<file path="config.mk">
export PLATFORM = sky130hd
export DESIGN_NAME = sorted_timed_event_queue_top
export DESIGN_NICKNAME = d
export VERILOG_FILES = /design/src/rtl/core/sted_pkg.sv /design/src/rtl/core/sted_ram.sv /design/src/rtl/core/sorted_timed_event_queue_top.sv
export SDC_FILE = /design/constraint.sdc
export NUM_CORES = 2
export LEC_CHECK = 0
export ABC_AREA = 1
export BUFFER_PORTS_ARGS = -buffer_cell sky130_fd_sc_hd__buf_2
export CAP_MARGIN = 25
export CORE_AREA = 2 2 483 485
export CTS_BUF_LIST = sky130_fd_sc_hd__clkbuf_8
export CTS_CLUSTER_SIZE = 25
export DETAILED_ROUTE_END_ITERATION = 10
export DIE_AREA = 0 0 485 487
export MAX_ROUTING_LAYER = met4
export PLACE_DENSITY = 0.74
export RECOVER_POWER = 50
export SLEW_MARGIN = 20
export SYNTH_ARGS = -nofsm -noshare
export SYNTH_HDL_FRONTEND = slang
export SYNTH_HIERARCHICAL = 1
export SYNTH_SLANG_ARGS = --single-unit
</file>
<file path="constraint.sdc">
create_clock -name clk_i -period 16.32 [get_ports clk_i]
set_clock_uncertainty 0.1 [all_clocks]
set_input_delay 2.448 -clock clk_i [delete_from_list [all_inputs] [get_ports clk_i]]
set_output_delay 2.448 -clock clk_i [all_outputs]
set_load 0.01 [all_outputs]
</file>
<file path="src/rtl/core/sted_pkg.sv">
`timescale 1ns / 1ps
`default_nettype none
package sted_pkg;

  localparam int unsigned QueueDepth  = 32;
  localparam int unsigned OwnerWidth  = 8;
  localparam int unsigned MaxResults  = 32;
  localparam int unsigned TimeWidth   = 32;
  localparam int unsigned TagWidth    = 32;

  typedef enum logic [1:0] {
    REQ_ADD       = 2'd0,
    REQ_REMOVE    = 2'd1,
    REQ_REMOVE_ALL = 2'd2,
    REQ_TICK      = 2'd3
  } req_e;

  typedef enum logic [1:0] {
    STAT_DONE    = 2'd0,
    STAT_FIRED   = 2'd1,
    STAT_FULL    = 2'd2,
    STAT_NOTHING = 2'd3
  } status_e;

  typedef enum logic [2:0] {
    ST_IDLE,
    ST_ADD_RD,
    ST_ADD_WR,
    ST_REM_RD,
    ST_REM_WR,
    ST_TICK_CHK,
    ST_TICK_HEAD,
    ST_TICK_NEXT
  } state_e;

endpackage
`default_nettype wire

</file>
<file path="src/rtl/core/sted_ram.sv">
`timescale 1ns / 1ps
`default_nettype none
module sted_ram #(
  parameter int unsigned Width = 8,
  parameter int unsigned Depth = 32,
  localparam int unsigned AddrWidth = (Depth > 1) ? $clog2(Depth) : 1
) (
  input  wire logic                 clk_i,
  input  wire logic                 we_i,
  input  wire logic [AddrWidth-1:0] waddr_i,
  input  wire logic [Width-1:0]     wdata_i,
  input  wire logic [AddrWidth-1:0] raddr_i,
  output logic      [Width-1:0]     rdata_o
);

  logic [Width-1:0] mem_q [Depth];

  always_ff @(posedge clk_i) begin
    if (we_i) begin
      mem_q[waddr_i] <= wdata_i;
    end
    rdata_o <= mem_q[raddr_i];
  end

endmodule
`default_nettype wire

</file>
<file path="src/rtl/core/sorted_timed_event_queue_top.sv">
`timescale 1ns / 1ps
`default_nettype none
// Time-ordered event queue held in one single-port-read RAM used as a ring. A command is
// taken when start_i is high and busy_o is low; every result appears for exactly one cycle
// with valid_o high and must be captured then, since the block cannot be stalled. An add
// walks from the tail toward the head, reading each entry it moves in ST_ADD_RD and
// writing it one slot further on in ST_ADD_WR; an add to a full queue answers without
// going busy. A remove compacts the whole queue; a tick checks the head, then fires each
// due event from the head in turn. Each result is registered and appears in the cycle
// after the step that produces it. The RAM's read is registered and it has a single
// read port, which sets this read-then-write order.
module sorted_timed_event_queue_top #(
  parameter int unsigned QUEUE_DEPTH = sted_pkg::QueueDepth,
  parameter int unsigned OWNER_WIDTH = sted_pkg::OwnerWidth
) (
  input  wire logic               clk_i,
  input  wire logic               rst_ni,
  input  wire logic               start_i,
  output logic                    busy_o,
  input  wire logic [1:0]         req_type_i,
  input  wire logic [7:0]         owner_id_i,
  input  wire logic signed [31:0] delay_i,
  input  wire logic signed [31:0] tag_i,
  input  wire logic [31:0]        current_time_i,
  output logic                    valid_o,
  output logic [1:0]              status_o,
  output logic [7:0]              fired_owner_o,
  output logic signed [31:0]      fired_tag_o,
  output logic [5:0]              removed_count_o,
  output logic [31:0]             next_due_time_o,
  output logic                    queue_empty_o,
  output logic                    last_o
);

  localparam int unsigned IW = (QUEUE_DEPTH > 1) ? $clog2(QUEUE_DEPTH) : 1;
  localparam int unsigned CW = $clog2(QUEUE_DEPTH + 1);
  localparam int unsigned TW = sted_pkg::TimeWidth;
  localparam int unsigned GW = sted_pkg::TagWidth;
  localparam int unsigned EW = TW + OWNER_WIDTH + GW;
  localparam int unsigned NW = $clog2(sted_pkg::MaxResults + 1);

  sted_pkg::state_e state_q, state_d;

  logic [CW-1:0]          fill_q, fill_d;
  logic [IW-1:0]          head_q, head_d;
  logic [TW-1:0]          head_due_q, head_due_d;
  logic [CW-1:0]          idx_q, idx_d;
  logic [CW-1:0]          wr_q, wr_d;
  logic [CW-1:0]          cnt_q, cnt_d;
  logic [NW-1:0]          n_q, n_d;
  logic [1:0]             req_q, req_d;
  logic [OWNER_WIDTH-1:0] owner_q, owner_d;
  logic [TW-1:0]          due_q, due_d;
  logic [GW-1:0]          tag_q, tag_d;
  logic [TW-1:0]          now_q, now_d;
  logic [OWNER_WIDTH-1:0] fo_q, fo_d;
  logic [GW-1:0]          ft_q, ft_d;

  logic                   valid_q, valid_d;
  logic [1:0]             status_q, status_d;
  logic [7:0]             fowner_q, fowner_d;
  logic [GW-1:0]          ftag_q, ftag_d;
  logic [5:0]             rcount_q, rcount_d;
  logic [TW-1:0]          ndue_q, ndue_d;
  logic                   empty_q, empty_d;
  logic                   last_q, last_d;

  logic          ram_we;
  logic [IW-1:0] ram_waddr, ram_raddr;
  logic [EW-1:0] ram_wdata, ram_rdata;

  logic [TW-1:0]          rd_due;
  logic [OWNER_WIDTH-1:0] rd_owner;
  logic [GW-1:0]          rd_tag;
  logic                   start_ok, full, head_due_now, rem_hit, tick_more;
  logic [EW-1:0]          new_entry;

  function automatic logic [IW-1:0] phys(input logic [IW-1:0] head,
                                         input logic [CW-1:0] l);
    logic [IW:0] s;
    s = (IW+1)'(head) + (IW+1)'(l);
    if (s >= (IW+1)'(QUEUE_DEPTH)) begin
      s = s - (IW+1)'(QUEUE_DEPTH);
    end
    return s[IW-1:0];
  endfunction

  function automatic logic [5:0] sat6(input logic [CW-1:0] v);
    logic [CW+5:0] w;
    w = (CW+6)'(v);
    return (w > (CW+6)'(63)) ? 6'd63 : w[5:0];
  endfunction

  sted_ram #(
    .Width(EW),
    .Depth(QUEUE_DEPTH)
  ) u_ram (
    .clk_i   (clk_i),
    .we_i    (ram_we),
    .waddr_i (ram_waddr),
    .wdata_i (ram_wdata),
    .raddr_i (ram_raddr),
    .rdata_o (ram_rdata)
  );

  assign rd_due    = ram_rdata[EW-1 -: TW];
  assign rd_owner  = ram_rdata[GW +: OWNER_WIDTH];
  assign rd_tag    = ram_rdata[GW-1:0];
  assign new_entry = {due_q, owner_q, tag_q};

  assign start_ok     = start_i && (state_q == sted_pkg::ST_IDLE);
  assign full         = (fill_q == CW'(QUEUE_DEPTH));
  assign head_due_now = (fill_q != '0) && (head_due_q <= now_q);
  assign rem_hit      = (rd_owner == owner_q) &&
                        ((req_q == sted_pkg::REQ_REMOVE_ALL) || (rd_tag == tag_q));
  assign tick_more    = ((NW+1)'(n_q) + (NW+1)'(1) < (NW+1)'(sted_pkg::MaxResults)) &&
                        (fill_q != '0) && (rd_due <= now_q);

  always_comb begin
    state_d = state_q;
    case (state_q)
      sted_pkg::ST_IDLE: begin
        if (start_ok) begin
          case (req_type_i)
            sted_pkg::REQ_ADD:        state_d = full ? sted_pkg::ST_IDLE : sted_pkg::ST_ADD_RD;
            sted_pkg::REQ_REMOVE,
            sted_pkg::REQ_REMOVE_ALL: state_d = sted_pkg::ST_REM_RD;
            default:                  state_d = sted_pkg::ST_TICK_CHK;
          endcase
        end
      end
      sted_pkg::ST_ADD_RD: begin
        state_d = (idx_q == '0) ? sted_pkg::ST_IDLE : sted_pkg::ST_ADD_WR;
      end
      sted_pkg::ST_ADD_WR: begin
        state_d = (rd_due > due_q) ? sted_pkg::ST_ADD_RD : sted_pkg::ST_IDLE;
      end
      sted_pkg::ST_REM_RD: begin
        state_d = (idx_q == fill_q) ? sted_pkg::ST_IDLE : sted_pkg::ST_REM_WR;
      end
      sted_pkg::ST_REM_WR: begin
        state_d = sted_pkg::ST_REM_RD;
      end
      sted_pkg::ST_TICK_CHK: begin
        state_d = head_due_now ? sted_pkg::ST_TICK_HEAD : sted_pkg::ST_IDLE;
      end
      sted_pkg::ST_TICK_HEAD: begin
        state_d = sted_pkg::ST_TICK_NEXT;
      end
      sted_pkg::ST_TICK_NEXT: begin
        state_d = tick_more ? sted_pkg::ST_TICK_HEAD : sted_pkg::ST_IDLE;
      end
      default: state_d = sted_pkg::ST_IDLE;
    endcase
  end

  always_comb begin
    fill_d     = fill_q;
    head_d     = head_q;
    head_due_d = head_due_q;
    idx_d      = idx_q;
    wr_d       = wr_q;
    cnt_d      = cnt_q;
    n_d        = n_q;
    req_d      = req_q;
    owner_d    = owner_q;
    due_d      = due_q;
    tag_d      = tag_q;
    now_d      = now_q;
    fo_d       = fo_q;
    ft_d       = ft_q;
    ram_we     = 1'b0;
    ram_waddr  = head_q;
    ram_wdata  = new_entry;
    ram_raddr  = head_q;
    valid_d    = 1'b0;
    status_d   = sted_pkg::STAT_DONE;
    fowner_d   = '0;
    ftag_d     = '0;
    rcount_d   = '0;
    last_d     = 1'b1;
    case (state_q)
      sted_pkg::ST_IDLE: begin
        if (start_ok) begin
          req_d   = req_type_i;
          owner_d = OWNER_WIDTH'(owner_id_i);
          due_d   = current_time_i + $unsigned(delay_i);
          tag_d   = $unsigned(tag_i);
          now_d   = current_time_i;
          idx_d   = (req_type_i == sted_pkg::REQ_ADD) ? fill_q : '0;
          wr_d    = '0;
          cnt_d   = '0;
          n_d     = '0;
          if ((req_type_i == sted_pkg::REQ_ADD) && full) begin
            valid_d  = 1'b1;
            status_d = sted_pkg::STAT_FULL;
          end
        end
      end
      sted_pkg::ST_ADD_RD: begin
        if (idx_q == '0) begin
          ram_we     = 1'b1;
          ram_waddr  = phys(head_q, '0);
          head_due_d = due_q;
          fill_d     = fill_q + CW'(1);
          valid_d    = 1'b1;
        end else begin
          ram_raddr = phys(head_q, idx_q - CW'(1));
        end
      end
      sted_pkg::ST_ADD_WR: begin
        ram_we    = 1'b1;
        ram_waddr = phys(head_q, idx_q);
        if (rd_due > due_q) begin
          ram_wdata = ram_rdata;
          idx_d     = idx_q - CW'(1);
        end else begin
          fill_d  = fill_q + CW'(1);
          valid_d = 1'b1;
        end
      end
      sted_pkg::ST_REM_RD: begin
        if (idx_q == fill_q) begin
          fill_d   = wr_q;
          valid_d  = 1'b1;
          rcount_d = sat6(cnt_q);
        end else begin
          ram_raddr = phys(head_q, idx_q);
        end
      end
      sted_pkg::ST_REM_WR: begin
        idx_d = idx_q + CW'(1);
        if (rem_hit) begin
          cnt_d = cnt_q + CW'(1);
        end else begin
          ram_we    = 1'b1;
          ram_waddr = phys(head_q, wr_q);
          ram_wdata = ram_rdata;
          wr_d      = wr_q + CW'(1);
          if (wr_q == '0) begin
            head_due_d = rd_due;
          end
        end
      end
      sted_pkg::ST_TICK_CHK: begin
        if (!head_due_now) begin
          valid_d  = 1'b1;
          status_d = sted_pkg::STAT_NOTHING;
        end
      end
      sted_pkg::ST_TICK_HEAD: begin
        fo_d      = rd_owner;
        ft_d      = rd_tag;
        ram_raddr = phys(head_q, CW'(1));
        head_d    = phys(head_q, CW'(1));
        fill_d    = fill_q - CW'(1);
      end
      sted_pkg::ST_TICK_NEXT: begin
        if (fill_q != '0) begin
          head_due_d = rd_due;
        end
        n_d      = n_q + NW'(1);
        valid_d  = 1'b1;
        status_d = sted_pkg::STAT_FIRED;
        fowner_d = 8'(fo_q);
        ftag_d   = ft_q;
        last_d   = !tick_more;
      end
      default: begin
      end
    endcase
    ndue_d  = (fill_d != '0) ? head_due_d : '0;
    empty_d = (fill_d == '0);
  end

  always_ff @(posedge clk_i or negedge rst_ni) begin
    if (!rst_ni) begin
      state_q <= sted_pkg::ST_IDLE;
      fill_q  <= '0;
      head_q  <= '0;
      valid_q <= 1'b0;
    end else begin
      state_q <= state_d;
      fill_q  <= fill_d;
      head_q  <= head_d;
      valid_q <= valid_d;
    end
  end

  always_ff @(posedge clk_i) begin
    head_due_q <= head_due_d;
    idx_q      <= idx_d;
    wr_q       <= wr_d;
    cnt_q      <= cnt_d;
    n_q        <= n_d;
    req_q      <= req_d;
    owner_q    <= owner_d;
    due_q      <= due_d;
    tag_q      <= tag_d;
    now_q      <= now_d;
    fo_q       <= fo_d;
    ft_q       <= ft_d;
    status_q   <= status_d;
    fowner_q   <= fowner_d;
    ftag_q     <= ftag_d;
    rcount_q   <= rcount_d;
    ndue_q     <= ndue_d;
    empty_q    <= empty_d;
    last_q     <= last_d;
  end

  assign busy_o          = (state_q != sted_pkg::ST_IDLE);
  assign valid_o         = valid_q;
  assign status_o        = status_q;
  assign fired_owner_o   = fowner_q;
  assign fired_tag_o     = $signed(ftag_q);
  assign removed_count_o = rcount_q;
  assign next_due_time_o = ndue_q;
  assign queue_empty_o   = empty_q;
  assign last_o          = last_q;

endmodule
`default_nettype wire
</file>
==> flow_summary.json <==
{
  "row_count": 177,
  "cts-root-buf": "clkbuf_8",
  "vias_per_cell": 5.92,
  "yosysTopAreaCell": "edfxtp_1",
  "antenna_found_initial": 9,
  "wl_per_cell_um": 24.0,
  "cts_setup_buffers": 0,
  "synth_edf_count": 2474,
  "setup_viol": 0,
  "dp_hpwl_mm": 160,
  "ioPinCount": 193,
  "ys_top_cells_by_count": "nand2_1, edfxtp_1, nand3_1, buf_2, inv_1",
  "cts_resized": 0,
  "min_from": "u_ram/rdata_o[35]",
  "drcViolationCount": 0,
  "hold_class": "reg2reg",
  "synth.most_common_cell": "nand2_1",
  "hold_viol": 0,
  "ys_types": 52,
  "max_slew_margin_pct": -221,
  "tns_ps": 0,
  "ctsHoldBuffers": 0,
  "place.gp.congestion": 0.921,
  "status": "complete, but fails checks",
  "gr-total-overflow": 0,
  "async_flop_share_pct": 0.561,
  "timing.final.crit_share_pct": 69.4,
  "clock-sinks": 2675,
  "grt_pass1_wl_mm": 464,
  "cp.required_ps": 17210,
  "cp.arrival_ps": 12220,
  "r2r-start": "state_q[0]",
  "numCtsBuffers": 421,
  "grt_max_degree": 275,
  "clkTransAtPathRegs_ps": 70,
  "grt_usage_pct": 26.8,
  "drive_gt1_share_pct": 7.74,
  "drv_cap": 55,
  "tightest_slew_ps": 4820,
  "multiInputGateArea_um2": 28600,
  "syn_area_per_cell_um2": 11.6,
  "cp-start-kind": "register",
  "first_pass_iters": 6,
  "drt_wl_total_mm": 316,
  "dieWidth_um": 485,
  "dieArea_um2": 236000,
  "min_period_ps": 11330,
  "nets": 10100,
  "stdcell_count": 13200,
  "critical_path_class": "reg2reg",
  "cts_tree": "done",
  "drtIter0Drc": 12100,
  "crit_start": "state_q[0]",
  "fin_util_pct": 52.6,
  "syn_to_final_growth_pct": 10.1,
  "ant_nets": 0,
  "max_freq_mhz": 88.2,
  "fill_cells": 19300,
  "finalMaxSlewViolations": 1874,
  "dpl.cell_count": 12400,
  "grt_pass1_vias": 73600,
  "rsz0062_at_grt": "no",
  "syn_inst": 9566,
  "num_vias": 77800,
  "port_buffers": 192,
  "ys_ff_latch": 2675,
  "violations": "capacitance limit, slew limit",
  "clockBufferDepth": 4,
  "syn_area_um2": 111000,
  "h-tree-depth": 5,
  "ys_top_cells_by_area": "edfxtp_1, nand2_1, nand3_1, dfxtp_1, ha_1",
  "ys_warn_count": 6,
  "ys.flop_type": "edfxtp_1",
  "synth.net_count": 9829,
  "initial_utilization_pct": 47.8,
  "critPathMaxFanout": 95,
  "synth_top_cell_area_share_pct": 67.2,
  "synth-seq-area-share_pct": 70.9,
  "seq_area_um2": 78400,
  "core_um2": 231000,
  "clk_latency_ps": 1100,
  "die_h_um": 487,
  "crit_path_end_kind": "register",
  "whs_ps": 340
}
-- final timing paths --
kind / end / slack (ps) / cells after the start
setup / recovery: u_ram/rdata_o[33] / 4990 / 19
hold / removal: fo_q[3] / 340 / 0
setup reg to reg: u_ram/rdata_o[33] / 4990 / 19
hold reg to reg: fo_q[3] / 340 / 0
max in group asynchronous: fill_q[4] / 13950 / 1
min in group asynchronous: state_q[0] / 1480 / 1
-- kinds of logic (layout without fill, tap and decap cells) --
family	count (synthesis)	count (layout)	synth area share, %
and+or+nand+nor	5414	5414	21.0
DFF	2675	2675	70.9
buffers and inverters	860	1395	3.45
muxes	34	34	0.346
adders and majority gates	154	154	1.77
xor gates and xnor gates	83	83	0.657
other	0	8	0
AOI/OAI and AO/OA	346	346	1.90
-- flip-flops by register name, indices dropped and copies added, names as in the netlist, 8 cells and up --
register / count
head_due_q: 32
ft_q: 32
u_ram/mem_q: 2304
tag_q: 32
due_q: 32
u_ram/rdata_o: 72
owner_q: 8
fired_tag_o: 32
next_due_time_o: 32
fired_owner_o: 8
fo_q: 8
now_q: 32
-- placed cells by master, fill, tap and decap left out, drive strengths merged, types with 7 or more instances in the layout --
cell,count
dfrtp,15
a21oi,111
nor3,16
o221ai,14
dfxtp,186
xnor2,48
nand2,3055
o21bai,7
edfxtp,2474
o211ai,58
ha,150
inv,437
a22oi,20
o21ai,98
o21a,9
clkbuf,637
nor2,180
mux2,34
xor2,35
nand4,54
clkinv,138
bufinv,11
or2,11
buf,166
diode,8
nand3,2089
-- metrics by stage --
stage,area (um2),setup slack (ps)
2_1_floorplan,111000,10560
3_3_place_gp,114000,9670
3_5_place_dp,114000,9540
4_1_cts,122000,9540
5_1_grt,122000,4530
6_report,122000,4990
-- critical path, cell delays in order (launching register included) --
cell,delay (ps)
dfrtp_1,420
inv_1,90
nand2_1,100
nor2_4,110
clkbuf_1,1890
nand2_1,230
o21ai_0,200
a21oi_1,100
o21ai_4,150
clkbuf_1,2450
clkbuf_1,3180
buf_4,1180
nand2_1,130
nand3_1,140
nand3_1,100
nand2_1,130
nand2_1,70
nand2_1,100
nand2_1,50
nand2_1,100
-- layout make-up --
cell class,instances,share of cell area (%)
Antenna cell,8,0.0164
Clock buffer,459,5.19
Clock inverter,278,1.20
Inverter,314,1.01
Multi-Input combinational cell,6031,23.5
Sequential cell,2675,64.4
Tap cell,3043,3.13
Timing Repair Buffer,344,1.59
-- metal layers --
metal / track usage [%] / up-vias / part of all wire (%)
met5: - / - / 0
met4: 9.44 / 0 / 3.5
met3: 4.96 / 835 / 13
met2: 40.2 / 5609 / 45
met1: 36.8 / 37300 / 38
li1: - / 34100 / -
Power is left out: the tool's default activity adds up to more than one toggle a clock period on the data nets, which glitch-free logic cannot reach.
